File: src/bbr_pkg.sv
// ----------------------------------------------------------------------------
// bbr_pkg
// Shared constants and types for the 3x3 RGB box blur core.
// ----------------------------------------------------------------------------
package bbr_pkg;

  localparam int MAX_WIDTH    = 1024;
  localparam int CHANNEL_BITS = 8;
  localparam int ROW_LIMIT    = 4096;

  localparam int NUM_LANES    = 3;
  localparam int NUM_TAPS     = 9;
  localparam int PIX_W        = NUM_LANES * CHANNEL_BITS;
  localparam int COL_W        = $clog2(MAX_WIDTH);
  localparam int ROW_W        = $clog2(ROW_LIMIT);
  localparam int WIDTH_REG_W  = 11;
  localparam int HEIGHT_REG_W = 13;
  localparam int CFG_IDX_W    = 2;
  localparam int CFG_DATA_W   = 13;

  // sum of nine taps, and divide-by-9 as multiply by rounded-up reciprocal
  localparam int SUM_W        = CHANNEL_BITS + 4;
  localparam int DIV_SHIFT    = SUM_W + 3;
  localparam int DIV_MULT     = ((2 ** DIV_SHIFT) + 8) / 9;
  localparam int MULT_W       = DIV_SHIFT - 2;
  localparam int PROD_W       = SUM_W + MULT_W;

  localparam int FIFO_DEPTH   = 16;
  localparam int PTR_W        = $clog2(FIFO_DEPTH);
  localparam int LVL_W        = PTR_W + 1;

  localparam logic [CFG_IDX_W-1:0] CFG_IMAGE_WIDTH  = 2'd0;
  localparam logic [CFG_IDX_W-1:0] CFG_IMAGE_HEIGHT = 2'd1;

  localparam logic [WIDTH_REG_W-1:0]  WIDTH_RESET  = 11'd640;
  localparam logic [HEIGHT_REG_W-1:0] HEIGHT_RESET = 13'd480;

  typedef struct packed {
    logic             blur;
    logic             pass;
    logic [COL_W-1:0] col;
    logic [ROW_W-1:0] row;
    logic [PIX_W-1:0] px;
  } item_t;

  typedef struct packed {
    logic [COL_W-1:0] col;
    logic [ROW_W-1:0] row;
    logic [PIX_W-1:0] px;
    logic             last;
  } result_t;

endpackage

File: src/bbr_lane.sv
// ----------------------------------------------------------------------------
// bbr_lane
// One color lane: sums the nine window taps, registers the sum, then divides
// by nine with truncation through a reciprocal multiply.
// ----------------------------------------------------------------------------
module bbr_lane (
  input  logic                             clk,
  input  logic [bbr_pkg::CHANNEL_BITS-1:0] taps [bbr_pkg::NUM_TAPS],
  output logic [bbr_pkg::CHANNEL_BITS-1:0] quot
);
  import bbr_pkg::*;

  logic [SUM_W-1:0]  sum;
  logic [SUM_W-1:0]  sum_r;
  logic [PROD_W-1:0] prod;

  always_comb begin
    sum = '0;
    for (int j = 0; j < NUM_TAPS; j++) begin
      sum = sum + SUM_W'(taps[j]);
    end
  end

  always_ff @(posedge clk) begin
    sum_r <= sum;
  end

  assign prod = PROD_W'(sum_r) * PROD_W'(DIV_MULT);
  assign quot = prod[DIV_SHIFT +: CHANNEL_BITS];

endmodule

File: config.mk
export PLATFORM = sky130hd
export DESIGN_NAME = bbr_lane
export DESIGN_NICKNAME = d
export VERILOG_FILES = /design/src/bbr_pkg.sv /design/src/bbr_lane.sv
export SDC_FILE = /design/constraint.sdc
export NUM_CORES = 1
export LEC_CHECK = 0
export BUFFER_PORTS_ARGS = -buffer_cell sky130_fd_sc_hd__clkbuf_2
export CORE_ASPECT_RATIO = 0.8
export CORE_MARGIN = 5
export CORE_UTILIZATION = 35
export DETAILED_ROUTE_END_ITERATION = 6
export SLEW_MARGIN = 40
export SYNTH_ARGS = -nofsm -noshare
export SYNTH_HDL_FRONTEND = slang
export SYNTH_SLANG_ARGS = --single-unit
File: constraint.sdc
create_clock -name clk -period 3.9 [get_ports clk]
set_input_delay 0 -clock clk [delete_from_list [all_inputs] [get_ports clk]]
set_output_delay 0 -clock clk [all_outputs]
set_load 0.01 [all_outputs]
== Yosys cells after proc, flatten, opt, wreduce, memory -nomap -nowiden ==
Index checks and enable logic that the tools add are counted.

* Add/subtract/negate cells: 8
* $mul: 1

{| class="wikitable"
|+ Operators with widths
! operator !! count
|-
| $add A12 B8 Y12 || 4
|-
| $mul A12 B12 Y23 const B || 1
|-
| $add A11 B8 Y12 || 1
|-
| $add A10 B8 Y11 || 1
|-
| $add A9 B8 Y10 || 1
|-
| $add A8 B8 Y9 || 1
|}

* Register bits after elaboration: 12
* Input port bits: 73
* Output and inout port bits: 8
* Word-level logic and storage cells: 10

== Depth between registers and ports, before layout ==
* Word-level depth: 8
* Gate-level depth with buffers: 17
* Mapped depth without buffers: 16

== Least setup slack after synthesis ==
No wires, ideal clock.

* Path kind: reg-to-output
* Start point: register sum_r[9]
* End point: output port quot[7] (netlist bit)
* Arrival: 4.195 ns
* Data required time: 3.900 ns
* Setup slack: -0.295 ns
* Cell stages (with the launch flop): 17
* Path buffers: 1
* Path through: dfxtp_1 fa_1 ha_1 inv_1 fa_1 inv_1 fa_1 inv_1 fa_1 inv_1 ha_1 or3_1 o211ai_1 nand2_1 a311oi_1 xnor2_1 buf_4

* Cells in the longest elaborated chain, start to end: 1

{| class="wikitable"
|+ RTL lines
! element !! line !! source
|-
| start: declaration || bbr_lane.sv:14 || <nowiki>logic [SUM_W-1:0] sum_r;</nowiki>
|-
| start signal: assignment || bbr_lane.sv:25 || <nowiki>sum_r <= sum;</nowiki>
|-
| $mul A12 B12 Y23 || bbr_lane.sv:28 || <nowiki>assign prod = PROD_W'(sum_r) * PROD_W'(DIV_MULT);</nowiki>
|-
| end: declaration || bbr_lane.sv:9 || <nowiki>output logic [bbr_pkg::CHANNEL_BITS-1:0] quot</nowiki>
|}

Every way passes these cells.

== Worst setup path in the final report ==
* Start point: register sum_r[8]
* End point: output port quot[5] (netlist bit)

Same word-level chain as after synthesis.

==> results.md <==
* Status: finished with violations
* Failing checks: negative setup slack
* CP Class: reg -> out
* Async S/R FF share, synth at 0
* RSZ-0062 raised after global routing: yes
* Max Freq at approximately 0.23 GHz
* CP cell instances: fa_1 -> ha_4 -> inv_2 -> fa_1 -> inv_1 -> fa_1 -> inv_1 -> fa_2 -> inv_2 -> ha_4 -> or3_1 -> o211ai_1 -> buf_4 -> nand3_2 -> a31oi_1 -> xnor2_1 -> buf_2
* Worst min path class: in -> reg
* Full die area at 13,800 sq um
* WHS Path Cells at 3
* CP Launch Type: register
* Starting Density at 0.354
* Area contributors post-synth: fa_1, ha_1, inv_1
* Fin crit share at 1.14
* Final core utilization at 0.469
* Hold Worst Slack at 0.171 ns
* Sequential share of the synthesized area at 0.0597
* Slew Viols, Final at 0
* Required @ worst endpoint at 3.90 ns
* Avg Vias per Cell at 4.46
* Gr usage total at 0.124
* First-pass GRT wire length at about 14 mm
* Vias in the first global route at roughly 3,100
* GP Congestion at approximately 0.84
* Max_cap viols at 0
* FF+latch count, synth at 12
* Antenna violations before repair at 0
* Final WS setup at -0.540 ns
* Nets at between 700 and 800
* Yosys Warn Count at 0
* Synth area leader: fa_1
* I/O pin cnt at around 80
* Least-Margin Pin Slew at 0.376 ns
* WHS Endpoint: sum_r[0]$_DFF_P_
* Clock transition at path regs at around 0.04 ns
* Residual DRC count at 0
* Mapped Nets at 632
* Max transition margin at 0.747
* First-pass iteration count of the detailed router at 3
* Largest register by flop count: sum_r
* Count of cell types in the netlist at 32
* H-tree depth at 1
* Largest net degree at the start of global routing at 8
* CTS root buf: clkbuf_16
* DIE WIDTH at between 100 and 150 um
* Number of synthesized flops with an enable pin at 0
* Worst path arrival time at roughly 4.4 ns
* Syn Inst Count at 396
* CP peak stage delay at 0.52 ns
* CTS Buf Count at 3
* Port bufs at 80
* Initial DRC Count at 56
* Top flop regs: sum_r: 12 flops
* Cts hold-fix bufs at 0
* DRT antenna net count at 0
* N_diodes at 0
* Hold path start: taps[64]
* CTS Sinks at 12
* Final Hold Viols at 0
* Cell Rows at 35
* Area grow syn2layout at 32.8%
* Synth Flop Type: dfxtp_1
* Mean Syn Cell Area at 10.2 sq um
* Layout cell share with drive strength beyond 1 at 0.365
* WL final at 8.50 mm
* Slowest cell on the critical path: fa_1
* Crit path top cell by count: fa_1
* Top-area cell type share of the netlist area at 0.413
* Mapped cell area at 4030 sq um
* Setup violators final at 8
* GRT overflow at 0
* CP max FO at 4
* CTS max path bufs at 2
* Die extent in y at 106 um
* Setup crit end kind: primary output
* DR vias at 2,993
* Number of flip-flops in the largest register at 12
* CTS tree: done
* Min Clock Period, post-route at approximately 4.4 ns
* Area of the core at 11,400 sq um
* Fillcell total at roughly 1,100
* Post-DP HPWL at 7.86 mm
* Per-cell routed wire length at 12.7 um
* Post-route setup TNS at -3.90 ns
[per-stage QoR]
stage / std cells / area, sq um / setup WS (ns)
after floorplan: 396 / 4090 / 0.000595
after global placement: 663 / 4970 / -0.317
after detailed placement: 663 / 4970 / -0.367
after CTS: 670 / 5160 / -0.574
after global routing: 671 / 5350 / -0.708
final: 671 / 5350 / -0.540
[how the worst max path moves through the flow]
stage / start / end / slack (ns) / depth (start not counted)
2_1_floorplan: sum_r[3]$_DFF_P_ / quot[7] / 0.0006 / 17
3_3_place_gp: sum_r[3]$_DFF_P_ / quot[0] / -0.32 / 17
3_5_place_dp: sum_r[3]$_DFF_P_ / quot[7] / -0.37 / 17
4_1_cts: sum_r[2]$_DFF_P_ / quot[7] / -0.57 / 16
5_1_grt: sum_r[8]$_DFF_P_ / quot[0] / -0.71 / 18
6_report: sum_r[8]$_DFF_P_ / quot[5] / -0.54 / 17
[placed cells by master (no fill, tap or decap), drive strengths merged, types with 4 or more instances in the layout]
master  instances
ha             80
clkbuf         75
o21ai           8
nor2           10
fa             83
a21oi          10
inv           119
buf            59
nand4           4
a21o            6
dfxtp          12
xnor2          15
nor3            6
a211oi          4
xor2            4
nand2           6
[per-layer routing]
| metal | GRT usage | vias up | part of all wire |
|---|---|---|---|
| li1 | - | 1478 | - |
| met3 | 0.0191 | 6 | 0.029 |
| met5 | 0 | - | 0 |
| met1 | 0.173 | 1476 | 0.44 |
| met2 | 0.208 | 33 | 0.53 |
| met4 | 0.0156 | 0 | 0.0074 |
[what timing repair did]
action	in CTS	in global routing
setup endpoints to repair	8	9
gates resized for setup	18	40
buffers inserted	3	1
pin swaps	17	25
[Yosys cell counts (3+ instances only)]
| cell | count |
|---|---|
| xnor2_1 | 15 |
| nor2_1 | 10 |
| nand4_1 | 4 |
| ha_1 | 80 |
| a21oi_1 | 8 |
| nand2_1 | 6 |
| dfxtp_1 | 12 |
| a21boi_0 | 3 |
| inv_1 | 119 |
| a21o_1 | 6 |
| fa_1 | 83 |
| a211oi_1 | 4 |
| xor2_1 | 4 |
| nor3_1 | 6 |
| o21ai_0 | 8 |
| buf_4 | 8 |
[cell families (layout without fill, tap and decap cells)]
family,Yosys count,in the layout,share of synthesized area
AO/OA/AOI/OAI,40,40,0.0678
buffers and inverters,127,254,0.126
flip-flops,12,12,0.0597
XOR/XNOR,19,19,0.0413
AND/OR/NAND/NOR,35,35,0.0438
adder cells (fa/ha/maj),163,163,0.661
[final cells by class]
type | instances | area, sq um | area share
Clock inverter | 1 | 3.75 | 0.000702
Inverter | 119 | 447 | 0.0836
Clock buffer | 3 | 75.1 | 0.0140
Multi-Input combinational cell | 257 | 3570 | 0.669
Timing Repair Buffer | 131 | 801 | 0.150
Sequential cell | 12 | 259 | 0.0485
Tap cell | 148 | 185 | 0.0346
[critical path, delay by kind of cell, from the launching register on]
family / cells / cell delay, ns
buffers and inverters: 6 / 0.54
AND/OR/NAND/NOR: 2 / 0.47
flip-flops: 1 / 0.36
XOR/XNOR: 1 / 0.13
AO/OA/AOI/OAI: 2 / 0.38
adder cells (fa/ha/maj): 6 / 2.33
Power is left out: the tool's default activity adds up to more than one toggle a clock period on the data nets, which glitch-free logic cannot reach.
