File: src/bbr_pkg.sv
// ----------------------------------------------------------------------------
// bbr_pkg
// Shared constants and types for the 3x3 RGB box blur core.
// ----------------------------------------------------------------------------
package bbr_pkg;

  localparam int MAX_WIDTH    = 1024;
  localparam int CHANNEL_BITS = 8;
  localparam int ROW_LIMIT    = 4096;

  localparam int NUM_LANES    = 3;
  localparam int NUM_TAPS     = 9;
  localparam int PIX_W        = NUM_LANES * CHANNEL_BITS;
  localparam int COL_W        = $clog2(MAX_WIDTH);
  localparam int ROW_W        = $clog2(ROW_LIMIT);
  localparam int WIDTH_REG_W  = 11;
  localparam int HEIGHT_REG_W = 13;
  localparam int CFG_IDX_W    = 2;
  localparam int CFG_DATA_W   = 13;

  // sum of nine taps, and divide-by-9 as multiply by rounded-up reciprocal
  localparam int SUM_W        = CHANNEL_BITS + 4;
  localparam int DIV_SHIFT    = SUM_W + 3;
  localparam int DIV_MULT     = ((2 ** DIV_SHIFT) + 8) / 9;
  localparam int MULT_W       = DIV_SHIFT - 2;
  localparam int PROD_W       = SUM_W + MULT_W;

  localparam int FIFO_DEPTH   = 16;
  localparam int PTR_W        = $clog2(FIFO_DEPTH);
  localparam int LVL_W        = PTR_W + 1;

  localparam logic [CFG_IDX_W-1:0] CFG_IMAGE_WIDTH  = 2'd0;
  localparam logic [CFG_IDX_W-1:0] CFG_IMAGE_HEIGHT = 2'd1;

  localparam logic [WIDTH_REG_W-1:0]  WIDTH_RESET  = 11'd640;
  localparam logic [HEIGHT_REG_W-1:0] HEIGHT_RESET = 13'd480;

  typedef struct packed {
    logic             blur;
    logic             pass;
    logic [COL_W-1:0] col;
    logic [ROW_W-1:0] row;
    logic [PIX_W-1:0] px;
  } item_t;

  typedef struct packed {
    logic [COL_W-1:0] col;
    logic [ROW_W-1:0] row;
    logic [PIX_W-1:0] px;
    logic             last;
  } result_t;

endpackage

File: src/bbr_merge.sv
// ----------------------------------------------------------------------------
// bbr_merge
// Merges the lane quotients with the pass-through pixel into up to two result
// beats per pixel and queues them for the output channel.
// ----------------------------------------------------------------------------
module bbr_merge (
  input  logic                      clk,
  input  logic                      rst_n,
  input  logic                      item_valid,
  input  bbr_pkg::item_t            item,
  input  logic [bbr_pkg::PIX_W-1:0] blurred,
  output logic [bbr_pkg::LVL_W-1:0] level,
  output logic                      out_valid,
  input  logic                      out_stall,
  output logic [bbr_pkg::COL_W-1:0] out_col,
  output logic [bbr_pkg::ROW_W-1:0] out_row,
  output logic [bbr_pkg::CHANNEL_BITS-1:0] out_red_out,
  output logic [bbr_pkg::CHANNEL_BITS-1:0] out_green_out,
  output logic [bbr_pkg::CHANNEL_BITS-1:0] out_blue_out,
  output logic                      out_run_last
);
  import bbr_pkg::*;

  result_t          fifo_r [FIFO_DEPTH];
  logic [PTR_W-1:0] wr_ptr_r, wr_ptr_nxt;
  logic [PTR_W-1:0] rd_ptr_r, rd_ptr_nxt;
  logic [LVL_W-1:0] level_r, level_nxt;
  result_t          blur_res, pass_res, first_res;
  logic [1:0]       n_wr;
  logic             rd;
  result_t          head;

  always_comb begin
    blur_res.col  = item.col - COL_W'(1);
    blur_res.row  = item.row - ROW_W'(1);
    blur_res.px   = blurred;
    blur_res.last = !item.pass;
    pass_res.col  = item.col;
    pass_res.row  = item.row;
    pass_res.px   = item.px;
    pass_res.last = 1'b1;
    first_res     = item.blur ? blur_res : pass_res;
    n_wr          = item_valid ? (2'(item.blur) + 2'(item.pass)) : 2'd0;
  end

  assign rd         = out_valid && !out_stall;
  assign wr_ptr_nxt = wr_ptr_r + PTR_W'(n_wr);
  assign rd_ptr_nxt = rd_ptr_r + PTR_W'(rd);
  assign level_nxt  = level_r + LVL_W'(n_wr) - LVL_W'(rd);

  always_ff @(posedge clk) begin
    if (!rst_n) begin
      wr_ptr_r <= '0;
      rd_ptr_r <= '0;
      level_r  <= '0;
    end else begin
      wr_ptr_r <= wr_ptr_nxt;
      rd_ptr_r <= rd_ptr_nxt;
      level_r  <= level_nxt;
    end
  end

  always_ff @(posedge clk) begin
    if (n_wr != 2'd0) begin
      fifo_r[wr_ptr_r] <= first_res;
    end
    if (n_wr == 2'd2) begin
      fifo_r[wr_ptr_r + PTR_W'(1)] <= pass_res;
    end
  end

  assign head          = fifo_r[rd_ptr_r];
  assign level         = level_r;
  assign out_valid     = (level_r != '0);
  assign out_col       = head.col;
  assign out_row       = head.row;
  assign out_red_out   = head.px[0 +: CHANNEL_BITS];
  assign out_green_out = head.px[CHANNEL_BITS +: CHANNEL_BITS];
  assign out_blue_out  = head.px[2*CHANNEL_BITS +: CHANNEL_BITS];
  assign out_run_last  = head.last;

endmodule

File: config.mk
export PLATFORM = sky130hd
export DESIGN_NAME = bbr_merge
export DESIGN_NICKNAME = d
export VERILOG_FILES = /design/src/bbr_pkg.sv /design/src/bbr_merge.sv
export SDC_FILE = /design/constraint.sdc
export NUM_CORES = 1
export LEC_CHECK = 0
export BUFFER_PORTS_ARGS = -buffer_cell sky130_fd_sc_hd__buf_2
export CAP_MARGIN = 20
export CORE_MARGIN = 3
export CORE_UTILIZATION = 35
export CTS_CLUSTER_DIAMETER = 100
export DETAILED_ROUTE_END_ITERATION = 10
export PLACE_DENSITY = 0.51
export SLEW_MARGIN = 20
export SYNTH_ARGS = -nofsm -noshare
export SYNTH_HDL_FRONTEND = slang
export SYNTH_SLANG_ARGS = --single-unit
File: constraint.sdc
create_clock -name clk -period 2.8 [get_ports clk]
set_input_delay 0.14 -clock clk [delete_from_list [all_inputs] [get_ports clk]]
set_output_delay 0.14 -clock clk [all_outputs]
set_load 0.005 [all_outputs]
* Word-level counts from Yosys, hierarchy flattened
Memory sizes are Yosys's and may differ from the RTL's. A register that Yosys moved wholly into a read port is not among the register bits.
Cells that the tools add are included.
** Cells by class
- Add/sub/neg operators :: 8
- Multiplexer cells :: 7
- Eq/ne operators :: 1
- Reductions and logical operators :: 5
** Operator list (count)
- two-way mux 47 bit :: 1
- subtractor 12 x 1 -> 12 bit (second input constant) :: 1
- subtractor 10 x 1 -> 10 bit (second input constant) :: 1
- adder 5 x 2 -> 5 bit :: 1
- nonzero test 5 bit :: 1
- subtractor 5 x 1 -> 5 bit :: 1
- adder 4 x 1 -> 4 bit :: 1
- adder 4 x 1 -> 4 bit (second input constant) :: 1
- adder 4 x 2 -> 4 bit :: 1
- two-way mux 1 bit :: 4
- two-way mux 4 bit :: 1
- adder 1 x 1 -> 2 bit :: 1
- equality test 2 bit (second input constant) :: 1
- zero test 1 bit :: 2
- two-way mux 2 bit :: 1
- nonzero test 2 bit :: 1
- logical AND 1 bit :: 1
** Word-level totals
- Word-level logic and storage cells :: 25
- Output and inout port bits :: 53
- Input bits :: 76
- Memories :: 1
- Bits in writable memories :: 752
- Bits in registers :: 13
** Memories
- fifo_r :: depth 16, width 47, rd ports 1, clocked after Yosys merged registers in 1, write ports 2, RTL line bbr_merge.sv:24 : result_t fifo_r [FIFO_DEPTH];

* Logic depth before layout (Yosys ltp)
- Depth in word-level cells :: 5
- Mapped depth :: 12
- Gate-level depth less buffers :: 12

* Worst setup path before layout
Ideal clock, no wire load.
- Path kind :: in2reg
- Start :: in item[46] (netlist bit)
- End :: mem fifo_r[5][10] (netlist bit) (enable)
- Path buffers :: 3
- Data arrival time :: 2.558 ns
- Slack :: -0.162 ns
- Stages on the path :: 7
- Library setup time :: 0.404 ns
- Required time :: 2.396 ns
- Cells stage by stage :: ha_1 -> and3b_1 -> clkbuf_1 -> clkbuf_1 -> nand3_1 -> clkbuf_1 -> nand2_1
** RTL lines
- from (decl) :: RTL line bbr_merge.sv:10 : input bbr_pkg::item_t item,
- to (decl) :: RTL line bbr_merge.sv:24

==> results by group <==
Clock network
  • Worst-Skew Late Latency: 670 ps
  • Clock transition at path regs: 60 ps
  • Max clock buf depth: 3
  • CTS H-tree depth: 3
  • Clock sink count: 765
  • Clk root buf: clkbuf_16
  • Total CTS buffers: 88
  • CTS tree: built

Place
  • Port bufs: 128
  • RD Place Congestion: 0.8346
  • DP Cell Count: 4827
  • Area after DPL: 42870 um2
  • DP HPWL: 90110 um

Route
  • Routed wire length: 151600 um
  • Wire per inst: 30.03 um
  • DR DRC count: 0
  • Antenna viol nets, final: 0
  • Drt initial violations: 3902
  • Via density per instance: 6.013
  • Vias: 30359
  • First drt pass iteration count: 5

Global routing
  • Initial antenna violation count: 8
  • Global route overflow: 0
  • All-Layer GR Usage: 25.75%
  • Global-route wire length before repair: 216700 um
  • Number of global-route vias before repair: 29693
  • Largest net degree at the start of global routing: 47

Timing
  • Min Tclk post-route: 2740 ps
  • Worst hold slack: 32.34 ps
  • Worst Skew: 31.23 ps
  • Hold Vio Cnt, Final: 0
  • # setup viols final: 0
  • Final setup TNS: 0 ps
  • RSZ-0062 raised after global routing: yes
  • Fmax: 365.0 MHz
  • Final Slew Violations: 0
  • Worst Tran Pin Value: 1055 ps
  • Rel. slew slack: 29.39%
  • Tcrit/Tclk final: 97.85%

Die
  • Die Y-Extent: 339.4 um
  • Die area: 115200 um2
  • Row cnt: 121
  • CORE AREA: 109600 um2
  • Starting Density: 35.49%
  • I/O Pins: 129
  • Die width: 339.4 um

Setup path
  • CP arrival: 2600 ps
  • Worst setup SP type: flop
  • Ordered list of cells on the worst path: nor2_4, buf_12, a22oi_1, nand2_1, buf_2
  • CP delay by family, top: simple AND/OR/NAND/NOR gates
  • CP Buf/Inv Count: 2
  • Critical-path top delay cell: nor2_4
  • Critical Path RT: 2660 ps
  • Largest stage delay, worst path: 630 ps
  • Worst-path maximum fanout: 21
  • Crit. End Element: output pin
  • Setup CP Type: reg2out

Finish
  • # nets final: 3590
  • Most common cell after layout, fill and taps aside: edfxtp_1
  • Layout Area Growth over Synthesis: 20.06%
  • Commonest non-fill, non-tap cells in the layout: edfxtp_1, o21ai_0, nand2_1, buf_4, mux4_2
  • Layout cells sized above 1: 22.88%
  • Finished Layout Cells: 5049
  • Final Cell Area: 46710 um2

Power
  • Worst vdd ir: 460.0 uV
  • Pwr Density: 667.4 nW/um2
  • Leak: 14.73 nW

Yosys
  • Yosys reg bits: 765
  • Distinct cells, synth: 45
  • Ys async rst share: 0%
  • Mapped Cells: 3394
  • Post-synth EDFFs: 736
  • Yosys warns: 0
  • Syn avg cell area: 11.46 um2
  • Sequential fraction of the synthesis area: 58.30%
  • Synthesized Nets: 3486
  • Post-synthesis cell area: 38910 um2
  • Synth Flop Type: edfxtp_1

Min path
  • Worst hold path class: in2reg

Run
  • Maxcap violations: 0

Run status
  • Status: finished clean
## worst reg2reg max path, cell delays in order, from the launching register on
cell	delay [ps]
dfxtp_1	350
inv_1	70
ha_1	220
a31oi_2	160
ha_1	250
inv_1	60
ha_1	160
inv_1	60
fa_1	430
nand2b_1	160
a21oi_1	190
o21ai_0	90
and3b_1	180
## logic make-up after synthesis
group | Yosys count | share of synthesized area, %
fa+ha+maj | 16 | 0.5532
mux | 212 | 11.50
xor+xnor | 13 | 0.2927
compound gates | 1050 | 15.22
flops | 765 | 58.30
buf+inv | 435 | 4.322
simple gates | 903 | 9.812
## cell type report
cell class | count | area [um2]
Sequential cell | 765 | 22690
Clock buffer | 113 | 2379
Clock inverter | 46 | 491.7
Timing Repair Buffer | 430 | 4138
Fill cell | 10259 | 62900
Tap cell | 1476 | 1847
Antenna cell | 6 | 15.01
Inverter | 18 | 67.56
Multi-Input combinational cell | 2195 | 15080
## metal layers
layer / share of wire (%) / vias up / GRT usage [%]
met2: 46 / 1808 / 40.69
met3: 9.9 / 332 / 4.807
met4: 3.5 / 4 / 8.201
met1: 40 / 15315 / 35.93
met5: 0.020 / - / 0
li1: - / 12900 / -
## through the flow
step / power [mW] / setup WS, ps / util (%)
2_1_floorplan: 16.65 / 9.282 / -
3_3_place_gp: 18.87 / 277.4 / 39.12
3_5_place_dp: 18.89 / 261.9 / 39.12
4_1_cts: 31.21 / -22.97 / 42.41
5_1_grt: 32.24 / -15.88 / 42.61
6_report: 31.17 / 60.32 / 42.62
## synth_stat cells (all sizes together) (9+ instances only)
library cell | instances | share of area [%]
dfxtp | 29 | 1.5
or3 | 18 | 0.29
nor2 | 14 | 0.14
o21ai | 677 | 8.7
and2 | 12 | 0.19
mux4 | 188 | 11
buf | 45 | 0.55
mux2i | 24 | 0.62
a21o | 58 | 1.1
edfxtp | 736 | 57
a22oi | 94 | 1.8
o2bb2ai | 48 | 1.1
clkbuf | 372 | 3.6
a21oi | 92 | 1.2
ha | 14 | 0.45
inv | 18 | 0.17
nand2 | 692 | 6.7
nand2b | 9 | 0.14
a31oi | 78 | 1.3
nor3 | 93 | 1.3
nand3 | 35 | 0.45
## sequential cells by signal, summed over array words and instances (netlist names)
name	cells
fifo_r	752
level	5
rd_ptr_r	4
wr_ptr_r	4
## path summary, 6_finish.rpt
path           startpoint              to  slack, ps  cells after the start
max           rd_ptr_r[2]      out_row[6]         60                      5
min              item[19]  fifo_r[12][20]         30                      3
max reg2reg      level[2]        level[4]        310                     12
min reg2reg  fifo_r[6][0]    fifo_r[6][0]        490                      2
## power breakdown
group / total, mW / internal, mW / leakage (nW) / switching, mW
sequential: 12.8 / 12.7 / 6.55 / 0.142
clock: 11.6 / 6.68 / 1.39 / 4.97
combinational: 6.69 / 3.24 / 6.79 / 3.45
total: 31.2 / 22.6 / 14.7 / 8.56
## what timing repair did
action / CTS / global route
hold buffers: 23 / 0
endpoints found under the setup margin: 40 / 40
gates resized for setup: 33 / 20
cloned: 8 / 4
buffers inserted: 15 / 9
pin swaps: 5 / 6
hold endpoints to repair: 244 / 0
No activity file was read; power rests on OpenSTA's default activity.
